--- config.mk ---
export PLATFORM = sky130hd
export DESIGN_NAME = caller_id_fsk_message_parser_unit
export DESIGN_NICKNAME = d
export VERILOG_FILES = /design/src/rtl/cidp_pkg.sv /design/src/rtl/cidp_front.sv /design/src/rtl/cidp_queue.sv /design/src/rtl/cidp_back.sv /design/src/rtl/caller_id_fsk_message_parser_unit.sv
export VERILOG_INCLUDE_DIRS = /design/src /design/src/rtl
export SDC_FILE = /design/constraint.sdc
export NUM_CORES = 1
export LEC_CHECK = 0
export ABC_AREA = 1
export BUFFER_PORTS_ARGS = -buffer_cell sky130_fd_sc_hd__buf_2
export CORE_MARGIN = 4
export CORE_UTILIZATION = 60
export CTS_BUF_LIST = sky130_fd_sc_hd__clkbuf_2
export CTS_CLUSTER_SIZE = 20
export DETAILED_ROUTE_END_ITERATION = 16
export PLACE_DENSITY = 0.76
export SYNTH_ARGS = -nofsm -noshare
export SYNTH_HDL_FRONTEND = slang
export SYNTH_SLANG_ARGS = --single-unit
--- constraint.sdc ---
create_clock -name i_clk -period 5.07 [get_ports i_clk]
set_clock_uncertainty 0.15 [all_clocks]
set_input_delay 0.2535 -clock i_clk [delete_from_list [all_inputs] [get_ports i_clk]]
set_output_delay 0.2535 -clock i_clk [all_outputs]
set_load 0.02 [all_outputs]
--- src/rtl/caller_id_fsk_message_parser_unit_defines.svh ---
// Assertion macros shared by the caller-ID parser modules.
`ifndef CALLER_ID_FSK_MESSAGE_PARSER_UNIT_DEFINES_SVH
`define CALLER_ID_FSK_MESSAGE_PARSER_UNIT_DEFINES_SVH

// Same-cycle implication, checked at each rising clock edge outside reset.
`define CIDP_ASSERT(lbl, ante, cons, msg) \
    lbl: assert property (@(posedge i_clk) disable iff (!i_rst_n) (ante) |-> (cons)) \
        else $error(msg);

// Next-cycle implication, checked at each rising clock edge outside reset.
`define CIDP_ASSERT_NEXT(lbl, ante, cons, msg) \
    lbl: assert property (@(posedge i_clk) disable iff (!i_rst_n) (ante) |=> (cons)) \
        else $error(msg);

`endif

--- src/rtl/cidp_pkg.sv ---
// Types and constants shared by the caller-ID message parser modules.
package cidp_pkg;

    localparam logic [7:0] SYNC_BYTE_A   = 8'h55;
    localparam logic [7:0] SYNC_BYTE_B   = 8'hAA;
    localparam logic [7:0] FMT_SDMF      = 8'h04;
    localparam logic [7:0] FMT_MDMF      = 8'h80;
    localparam logic [7:0] SDMF_MIN_LEN  = 8'd9;
    localparam logic [7:0] MDMF_MIN_LEN  = 8'd13;
    localparam logic [7:0] SDMF_TIME_LEN = 8'd8;
    localparam logic [3:0] SDMF_SKIP     = 4'd8;
    localparam logic [3:0] MDMF_SKIP     = 4'd11;

    localparam int QUEUE_DEPTH = 4;

    localparam logic [7:0] RST_SEARCH_WINDOW = 8'd118;
    localparam logic [3:0] RST_SYNC_RUN_MIN  = 4'd10;
    localparam logic [7:0] RST_MAX_DIGITS    = 8'd32;

    typedef enum logic [1:0] {
        CFG_SEARCH_WINDOW = 2'd0,
        CFG_SYNC_RUN_MIN  = 2'd1,
        CFG_MAX_DIGITS    = 2'd2
    } t_cfg_index;

    typedef enum logic [1:0] {
        KIND_DIGIT = 2'd0,
        KIND_ERROR = 2'd1,
        KIND_EMPTY = 2'd2
    } t_kind;

    typedef struct packed {
        logic [7:0] search_window;
        logic [3:0] sync_run_min;
        logic [7:0] max_digits;
    } t_cfg;

    // One classified byte as it travels from the front end to the parser.
    typedef struct packed {
        logic       start;
        logic [7:0] data;
        logic       is_sync;
        logic       is_fmt;
        logic       fmt_multi;
    } t_item;

endpackage

--- src/rtl/cidp_front.sv ---
// Front end: takes received bytes and tags sync and format bytes.
module cidp_front
    import cidp_pkg::*;
(
    input  logic       i_valid,
    output logic       o_ready,
    input  logic       i_start,
    input  logic [7:0] i_data,
    input  logic       i_queue_full,
    output logic       o_push,
    output t_item      o_item
);

    assign o_ready = !i_queue_full;
    assign o_push  = i_valid && !i_queue_full;

    always_comb begin
        o_item.start     = i_start;
        o_item.data      = i_data;
        o_item.is_sync   = (i_data == SYNC_BYTE_A) || (i_data == SYNC_BYTE_B);
        o_item.is_fmt    = (i_data == FMT_SDMF) || (i_data == FMT_MDMF);
        o_item.fmt_multi = (i_data == FMT_MDMF);
    end

endmodule

--- src/rtl/cidp_queue.sv ---
// Short queue of classified bytes between the front end and the parser.
module cidp_queue
    import cidp_pkg::*;
(
    input  logic  i_clk,
    input  logic  i_rst_n,
    input  logic  i_push,
    input  t_item i_item,
    output logic  o_full,
    input  logic  i_pop,
    output logic  o_valid,
    output t_item o_item
);

`include "caller_id_fsk_message_parser_unit_defines.svh"

    localparam int PTR_W = $clog2(QUEUE_DEPTH);
    localparam int CNT_W = $clog2(QUEUE_DEPTH + 1);

    t_item             r_mem [QUEUE_DEPTH];
    logic [PTR_W-1:0]  r_wr_ptr, n_wr_ptr;
    logic [PTR_W-1:0]  r_rd_ptr, n_rd_ptr;
    logic [CNT_W-1:0]  r_count, n_count;
    logic              do_push, do_pop;

    assign o_full  = (r_count == CNT_W'(QUEUE_DEPTH));
    assign o_valid = (r_count != '0);
    assign o_item  = r_mem[r_rd_ptr];
    assign do_push = i_push && !o_full;
    assign do_pop  = i_pop && o_valid;

    always_comb begin
        n_wr_ptr = do_push ? r_wr_ptr + PTR_W'(1) : r_wr_ptr;
        n_rd_ptr = do_pop ? r_rd_ptr + PTR_W'(1) : r_rd_ptr;
        n_count  = r_count;
        if (do_push && !do_pop) begin
            n_count = r_count + CNT_W'(1);
        end else if (do_pop && !do_push) begin
            n_count = r_count - CNT_W'(1);
        end
    end

    always_ff @(posedge i_clk) begin
        if (do_push) begin
            r_mem[r_wr_ptr] <= i_item;
        end
    end

    always_ff @(posedge i_clk) begin
        if (!i_rst_n) begin
            r_wr_ptr <= '0;
            r_rd_ptr <= '0;
            r_count  <= '0;
        end else begin
            r_wr_ptr <= n_wr_ptr;
            r_rd_ptr <= n_rd_ptr;
            r_count  <= n_count;
        end
    end

    `CIDP_ASSERT_NEXT(a_q_fill_grows, do_push && !do_pop, r_count == $past(r_count) + CNT_W'(1), "queue fill did not grow on a lone push")
    `CIDP_ASSERT(a_q_bound, 1'b1, r_count <= CNT_W'(QUEUE_DEPTH), "queue fill exceeds depth")
    `CIDP_ASSERT(a_q_ptr_gap, 1'b1, r_wr_ptr == r_rd_ptr + PTR_W'(r_count), "queue pointers disagree with fill")

endmodule

--- src/rtl/cidp_back.sv ---
// Parser back end: message state machine and registered result slot.
module cidp_back
    import cidp_pkg::*;
#(
    parameter int CAPTURE_BYTES = 128
)
(
    input  logic       i_clk,
    input  logic       i_rst_n,
    input  t_cfg       i_cfg,
    input  logic       i_q_valid,
    input  t_item      i_q_item,
    output logic       o_q_pop,
    output logic       o_out_valid,
    input  logic       i_out_ready,
    output t_kind      o_kind,
    output logic [7:0] o_digit,
    output logic       o_format_multi,
    output logic       o_last
);

`include "caller_id_fsk_message_parser_unit_defines.svh"

    localparam int PW = $clog2(CAPTURE_BYTES + 1);
    localparam int CW = ((PW > 8) ? PW : 8) + 1;

    typedef enum logic [6:0] {
        PH_SYNC   = 7'b0000001,
        PH_FORMAT = 7'b0000010,
        PH_LENGTH = 7'b0000100,
        PH_SKIP   = 7'b0001000,
        PH_NUMLEN = 7'b0010000,
        PH_DIGITS = 7'b0100000,
        PH_DONE   = 7'b1000000
    } t_phase;

    t_phase          r_phase, n_phase, e_phase;
    logic [PW-1:0]   r_pos, n_pos, e_pos;
    logic [3:0]      r_sync_run, n_sync_run, e_sync_run;
    logic            r_is_multi, n_is_multi, e_is_multi;
    logic [3:0]      r_skip_left, n_skip_left, e_skip_left;
    logic [7:0]      r_digits_left, n_digits_left, e_digits_left;

    logic            r_out_valid;
    t_kind           r_kind;
    logic [7:0]      r_digit;
    logic            r_format_multi;
    logic            r_last;

    logic            has_res;
    t_kind           res_kind;
    logic [7:0]      res_digit;
    logic            res_last;
    logic [CW-1:0]   pos_ext, pos_next, win_ext;
    logic [7:0]      sdmf_count, sdmf_sat, num_sat, digits_dec;

    assign o_q_pop = i_q_valid && (!r_out_valid || i_out_ready);

    always_comb begin
        if (i_q_item.start) begin
            e_phase       = PH_SYNC;
            e_pos         = '0;
            e_sync_run    = '0;
            e_is_multi    = 1'b0;
            e_skip_left   = '0;
            e_digits_left = '0;
        end else begin
            e_phase       = r_phase;
            e_pos         = r_pos;
            e_sync_run    = r_sync_run;
            e_is_multi    = r_is_multi;
            e_skip_left   = r_skip_left;
            e_digits_left = r_digits_left;
        end
    end

    always_comb begin
        pos_ext    = CW'(e_pos);
        pos_next   = pos_ext + CW'(1);
        win_ext    = CW'(i_cfg.search_window);
        sdmf_count = i_q_item.data - SDMF_TIME_LEN;
        sdmf_sat   = (sdmf_count > i_cfg.max_digits) ? i_cfg.max_digits : sdmf_count;
        num_sat    = (i_q_item.data > i_cfg.max_digits) ? i_cfg.max_digits
                                                        : i_q_item.data;
        digits_dec = e_digits_left - 8'd1;
    end

    always_comb begin
        n_phase       = e_phase;
        n_pos         = e_pos;
        n_sync_run    = e_sync_run;
        n_is_multi    = e_is_multi;
        n_skip_left   = e_skip_left;
        n_digits_left = e_digits_left;
        has_res       = 1'b0;
        res_kind      = KIND_ERROR;
        res_digit     = 8'd0;
        res_last      = 1'b1;

        // Once the capture is full, bytes change nothing but a start flag.
        if (e_pos < PW'(CAPTURE_BYTES)) begin
            n_pos = e_pos + PW'(1);
            case (e_phase)
                PH_SYNC: begin
                    if (pos_ext >= win_ext) begin
                        has_res = 1'b1;
                    end else begin
                        if (i_q_item.is_sync && (e_sync_run >= i_cfg.sync_run_min)) begin
                            n_phase = PH_FORMAT;
                        end else if (i_q_item.is_sync) begin
                            n_sync_run = e_sync_run + 4'd1;
                        end else begin
                            n_sync_run = '0;
                        end
                        if (pos_next >= win_ext) begin
                            has_res = 1'b1;
                        end
                    end
                end
                PH_FORMAT: begin
                    if (pos_ext >= win_ext) begin
                        has_res = 1'b1;
                    end else if (i_q_item.is_fmt) begin
                        n_is_multi = i_q_item.fmt_multi;
                        n_phase    = PH_LENGTH;
                    end else if (pos_next >= win_ext) begin
                        has_res = 1'b1;
                    end
                end
                PH_LENGTH: begin
                    if (e_is_multi) begin
                        if (i_q_item.data < MDMF_MIN_LEN) begin
                            has_res = 1'b1;
                        end else begin
                            n_skip_left = MDMF_SKIP;
                            n_phase     = PH_SKIP;
                        end
                    end else if (i_q_item.data < SDMF_MIN_LEN) begin
                        has_res = 1'b1;
                    end else begin
                        n_skip_left   = SDMF_SKIP;
                        n_digits_left = sdmf_sat;
                        if (sdmf_sat == 8'd0) begin
                            has_res  = 1'b1;
                            res_kind = KIND_EMPTY;
                        end else begin
                            n_phase = PH_SKIP;
                        end
                    end
                end
                PH_SKIP: begin
                    n_skip_left = e_skip_left - 4'd1;
                    if (n_skip_left == 4'd0) begin
                        n_phase = e_is_multi ? PH_NUMLEN : PH_DIGITS;
                    end
                end
                PH_NUMLEN: begin
                    n_digits_left = num_sat;
                    if (num_sat == 8'd0) begin
                        has_res  = 1'b1;
                        res_kind = KIND_EMPTY;
                    end else begin
                        n_phase = PH_DIGITS;
                    end
                end
                PH_DIGITS: begin
                    n_digits_left = digits_dec;
                    has_res       = 1'b1;
                    res_kind      = KIND_DIGIT;
                    res_digit     = i_q_item.data;
                    res_last      = (digits_dec == 8'd0);
                end
                default: begin
                end
            endcase
            if (has_res && res_last) begin
                n_phase = PH_DONE;
            end
        end
    end

    always_ff @(posedge i_clk) begin
        if (!i_rst_n) begin
            r_phase       <= PH_SYNC;
            r_pos         <= '0;
            r_sync_run    <= '0;
            r_is_multi    <= 1'b0;
            r_skip_left   <= '0;
            r_digits_left <= '0;
            r_out_valid   <= 1'b0;
        end else begin
            if (o_q_pop) begin
                r_phase       <= n_phase;
                r_pos         <= n_pos;
                r_sync_run    <= n_sync_run;
                r_is_multi    <= n_is_multi;
                r_skip_left   <= n_skip_left;
                r_digits_left <= n_digits_left;
                r_out_valid   <= has_res;
            end else if (i_out_ready) begin
                r_out_valid <= 1'b0;
            end
        end
    end

    always_ff @(posedge i_clk) begin
        if (o_q_pop && has_res) begin
            r_kind         <= res_kind;
            r_digit        <= res_digit;
            r_format_multi <= n_is_multi;
            r_last         <= res_last;
        end
    end

    assign o_out_valid    = r_out_valid;
    assign o_kind         = r_kind;
    assign o_digit        = r_digit;
    assign o_format_multi = r_format_multi;
    assign o_last         = r_last;

    `CIDP_ASSERT(a_err_is_last, r_out_valid && (r_kind == KIND_ERROR), r_last, "error result without last mark")
    `CIDP_ASSERT(a_last_done, r_out_valid && r_last, r_phase == PH_DONE, "last result pending while parser not finished")
    `CIDP_ASSERT(a_mid_digit, r_out_valid && (r_kind == KIND_DIGIT) && !r_last, (r_phase == PH_DIGITS) && (r_digits_left != 8'd0), "digit pending without digits left")

endmodule

--- src/rtl/caller_id_fsk_message_parser_unit.sv ---
// Top level of the caller-ID message parser: config registers and module wiring.
// The parser accepts one demodulated caller-ID byte per clock cycle while the queue is
// not full and gives at most one result per byte. A byte passes the classifier, waits in
// a four-entry queue and is parsed by the message state machine, whose result sits in an
// output register; the queue lets input keep flowing for four bytes while the output is
// stalled. The rate of one byte per cycle is set by the state machine, which takes one
// queued byte per cycle while its output register is free. A byte with the start flag
// set clears the parser before it is parsed. Configuration registers are to be written
// through the config channel while the parser is idle; the block does not enforce this.
module caller_id_fsk_message_parser_unit
    import cidp_pkg::*;
#(
    parameter int CAPTURE_BYTES = 128
)
(
    input  logic       i_clk,
    input  logic       i_rst_n,
    input  logic       s_axis_tvalid,
    output logic       s_axis_tready,
    input  logic [7:0] s_axis_tdata,   // [7:0] data_byte
    input  logic [0:0] s_axis_tuser,   // [0] start_capture
    output logic       m_axis_tvalid,
    input  logic       m_axis_tready,
    output logic [7:0] m_axis_tdata,   // [7:0] digit
    output logic [2:0] m_axis_tuser,   // [1:0] kind, [2] format_multi
    output logic       m_axis_tlast,
    input  logic       i_cfg_valid,
    output logic       o_cfg_ready,
    input  logic [1:0] i_cfg_index,
    input  logic [7:0] i_cfg_data
);

    t_cfg   r_cfg;
    logic   queue_full, push, q_valid, q_pop;
    t_item  front_item, q_item;
    t_kind  out_kind;
    logic   out_multi;

    assign o_cfg_ready = 1'b1;

    always_ff @(posedge i_clk) begin
        if (!i_rst_n) begin
            r_cfg.search_window <= RST_SEARCH_WINDOW;
            r_cfg.sync_run_min  <= RST_SYNC_RUN_MIN;
            r_cfg.max_digits    <= RST_MAX_DIGITS;
        end else if (i_cfg_valid) begin
            case (i_cfg_index)
                CFG_SEARCH_WINDOW: r_cfg.search_window <= i_cfg_data;
                CFG_SYNC_RUN_MIN:  r_cfg.sync_run_min  <= i_cfg_data[3:0];
                CFG_MAX_DIGITS:    r_cfg.max_digits    <= i_cfg_data;
                default: begin
                end
            endcase
        end
    end

    cidp_front u_front (
        .i_valid      (s_axis_tvalid),
        .o_ready      (s_axis_tready),
        .i_start      (s_axis_tuser[0]),
        .i_data       (s_axis_tdata),
        .i_queue_full (queue_full),
        .o_push       (push),
        .o_item       (front_item)
    );

    cidp_queue u_queue (
        .i_clk   (i_clk),
        .i_rst_n (i_rst_n),
        .i_push  (push),
        .i_item  (front_item),
        .o_full  (queue_full),
        .i_pop   (q_pop),
        .o_valid (q_valid),
        .o_item  (q_item)
    );

    cidp_back #(
        .CAPTURE_BYTES (CAPTURE_BYTES)
    ) u_back (
        .i_clk          (i_clk),
        .i_rst_n        (i_rst_n),
        .i_cfg          (r_cfg),
        .i_q_valid      (q_valid),
        .i_q_item       (q_item),
        .o_q_pop        (q_pop),
        .o_out_valid    (m_axis_tvalid),
        .i_out_ready    (m_axis_tready),
        .o_kind         (out_kind),
        .o_digit        (m_axis_tdata),
        .o_format_multi (out_multi),
        .o_last         (m_axis_tlast)
    );

    assign m_axis_tuser = {out_multi, out_kind};

endmodule
==> run_results.csv <==
group,metric,value,unit
synthesis,synthesis.area,0.00721,mm²
sta,period_share,0.876,
floorplan,die_w,118,µm
synthesis,netlist_instances,931,
setup_path,critPathCaptureType,"flop",
power,leakagePower,3.69,nW
setup_path,crit_path_max_fanout,22,
setup_path,cp_cell_sequence,"inv_4 > nand2_1 > nand3_1 > nand2_1 > ha_1 > nand4_1 > and2_1 > ha_1 > nand2_1 > nor2_1 > nand2_1 > nand2_1 > nand2_1 > o21ai_0 > nand2_1 > nor2_2 > nand2_1 > nand2_2 > nand3_2 > nand2_1 > nand2_1 > inv_2",
clock_network,htree_levels,4,
grt,antenna_found_initial,1,
grt,grt_pass1_vias,6072,
power,power,0.00454,W
sta,setup_violations,0,
power,ir_drop,0.294,mV
sta,maxSlewHeadroom,0.250,
sta,hold_slack,0.164,ns
drt,routed_wl,18.0,mm
floorplan,io_pins,39,
hold_path,hold_path_depth,2,
drt,routedWlPerCell,15.5,µm
synthesis,ys_types,50,
finish,drive_gt1_frac,0.114,
grt,grt_pass1_wl,30.1,mm
clock_network,cts_made_buffers,17,
place,dpl.hpwl,12.5,mm
run,drv_cap,0,
grt,grt_max_degree,40,
synthesis,ys_warn_count,0,
setup_path,crit_path_frequent_cell,"nand2_1",
setup_path,r2r_slack,0.63,ns
sta,hold_violations,0,
drt,drc,0,
grt,grt.total_usage,0.268,
setup_path,critical_path.top_delay_family,"simple AND/OR/NAND/NOR gates",
setup_path,startpoint_type,"flop",
clock_network,postCtsSetupBuffers,0,
drt,viasPerCell,5.59,
synthesis,synthArstFlopShare,0,
finish,syn2layout_area_growth,12.6,%
floorplan,core_area,0.0116,mm²
sta,fin_crit,4.44,ns
setup_path,cp_slowest_stage_delay,0.66,ns
synthesis,synth_enable_flop_cells,60,
setup_path,worstSetupPathType,"reg2reg",
floorplan,start_util,0.623,
setup_path,reg2reg_depth,22,
clock_network,cts_tree,"done",
clock_network,cts_max_path_buffers,2,
drt,drt_iter0_markers,572,
synthesis,ys_seq_elements,122,
clock_network,clkTransAtPathRegs,0.23,ns
synthesis,ys_seq_area_frac,0.422,
sta,worst_pin_slew,1.12,ns
synthesis,synth-main-ff-cell,"dfxtp_1",
setup_path,cp.required,5.32,ns
drt,antenna_left,0,
place,gp_congestion,0.944,
power,powerDensity,559,mW/mm²
sta,fmax,0.225,GHz
setup_path,r2r_end,"u_back.o_digit[0]",
finish,n_antenna_cell,0,
floorplan,die_y,118,µm
hold_path,hp-start,"s_axis_tuser",
hold_path,min_path_type,"in2reg",
setup_path,crit_arrival,4.69,ns
floorplan,rows,39,
clock_network,insertion_delay,0.71,ns
hold_path,hold_end,"u_queue.r_mem[1][11]",
synthesis,syn_area_per_cell,7.74,µm²
synthesis,syn_nets,1001,
setup_path,cp_num_buf_inv,2,
clock_network,clkSinkCount,122,
sta,rsz0062_at_grt,"false",
sta,tns,0,ns
clock_network,cts_root_buf,"clkbuf_2",
floorplan,dieArea,0.0138,mm²
run_status,status,"finished clean",
place,io_buffers,37,
drt,via_count,6486,
finish,fin_nets,1075,
sta,finalMaxSlewViolations,0,
grt,grt_overflow,0,
drt,drtPass1Iterations,9,
setup_path,critPathSlowestCell,"dfxtp_1",
==> worst reg2reg max path, stage by stage, from the launching register on <==
cell,delay [ns]
dfxtp_1,0.66
inv_4,0.19
nand2_1,0.11
nand3_1,0.06
nand2_1,0.21
ha_1,0.28
nand4_1,0.15
and2_1,0.17
ha_1,0.28
nand2_1,0.06
nor2_1,0.13
nand2_1,0.07
nand2_1,0.11
nand2_1,0.23
o21ai_0,0.31
nand2_1,0.11
nor2_2,0.15
nand2_1,0.09
nand2_2,0.08
nand3_2,0.08
nand2_1,0.13
nand2_1,0.08
inv_2,0.23
==> flip-flops by register name, summed over array words and instances, names as in the netlist, 2 cells and up, named ones only <==
register and flops:
u_queue.r_wr_ptr 2, u_queue.r_mem 48, u_queue.r_rd_ptr 2, u_back.o_digit 8, u_back.r_phase 7, u_back.o_kind 2
r_cfg 20, u_back.r_skip_left 4, u_queue.r_count 3, u_back.r_sync_run 4, u_back.r_pos 8, u_back.r_digits_left 8
==> worst max path at each step <==
stage	from	to	slack, ns	cells after the start
after floorplan	flop	u_back.o_digit[0]	1.41	28
after global placement	flop	u_back.o_digit[5]	0.92	22
after detailed placement	flop	u_back.o_digit[5]	0.72	22
after CTS	flop	u_back.o_digit[0]	0.66	22
after global routing	flop	u_back.o_last	0.01	22
final	flop	u_back.o_digit[0]	0.63	22
==> per-layer routing <==
| metal | up-vias | share of wire | global-route usage |
|---|---|---|---|
| met3 | 47 | 0.072 | 0.0581 |
| met1 | 2940 | 0.44 | 0.363 |
| li1 | 3252 | - | - |
| met4 | 2 | 0.029 | 0.103 |
| met5 | - | 0.00072 | 0 |
| met2 | 245 | 0.45 | 0.422 |
==> power breakdown <==
group          internal [W]  total, W  leakage [nW]  switching [W]
combinational      0.000811   0.00254          2.49        0.00173
clock              0.000247  0.000680         0.154       0.000432
sequential          0.00122   0.00132          1.04      0.0000951
total               0.00228   0.00454          3.69        0.00226
==> layout by cell type, fill, tap and decap left out, types with 11 or more instances in the layout <==
cell type / Yosys / final
nor2_1: 86 / 86
inv_1: 124 / 124
o21ai_0: 55 / 55
nand3_1: 72 / 72
o211ai_1: 11 / 11
nand4_1: 11 / 11
a21oi_1: 70 / 70
buf_2: 7 / 37
ha_1: 45 / 45
dfxtp_1: 62 / 62
nand2_2: 12 / 12
edfxtp_1: 60 / 60
dlygate4sd3_1: 0 / 37
nand2_1: 203 / 203
clkbuf_2: 0 / 17
==> cells by family (layout without fill, tap and decap cells) <==
family	after synthesis	after routing	share of synthesized area
AO/OA/AOI/OAI	173	173	0.136
XOR/XNOR	12	12	0.0156
adder cells (fa/ha/maj)	46	46	0.0809
buffers and inverters	159	246	0.0891
flip-flops	122	122	0.422
other	1	1	0.000520
AND/OR/NAND/NOR	418	418	0.255
==> synth_stat cells, drive strengths merged, types with 8 or more instances <==
| master | n | share of area |
|---|---|---|
| nor2 | 94 | 0.053 |
| buf | 14 | 0.013 |
| inv | 133 | 0.070 |
| o211ai | 11 | 0.011 |
| a21oi | 70 | 0.049 |
| clkbuf | 12 | 0.0063 |
| dfxtp | 62 | 0.17 |
| o21ai | 59 | 0.041 |
| nand3 | 77 | 0.057 |
| nand2 | 217 | 0.12 |
| nand4 | 11 | 0.0096 |
| nor3 | 9 | 0.0069 |
| xor2 | 8 | 0.011 |
| ha | 45 | 0.078 |
| edfxtp | 60 | 0.25 |
==> repair_timing <==
| action | in CTS | in global routing |
|---|---|---|
| resized for setup | 0 | 0 |
| endpoints found under the hold margin | 91 | 0 |
| hold buffers | 37 | 0 |
| setup endpoints to repair | 0 | 0 |
==> per-stage QoR <==
stage,instance area (µm²),utilization,worst slack [ns],std cells
after global placement,7480,0.647,0.923,1092
after floorplan,7210,-,1.41,931
final,8120,0.702,0.630,1161
after global routing,8120,0.702,0.0132,1161
after CTS,8120,0.702,0.662,1161
after detailed placement,7480,0.647,0.720,1092
==> cell type report <==
class / instances / area, µm²
multi-input cells: 650 / 3520
fillers: 926 / 3450
flip-flops and latches: 122 / 3040
repair buffers: 81 / 608
inverters: 133 / 502
well taps: 143 / 179
clock inverters: 15 / 178
clock buffers: 17 / 85.1
Power figures use the tool's default switching activity.
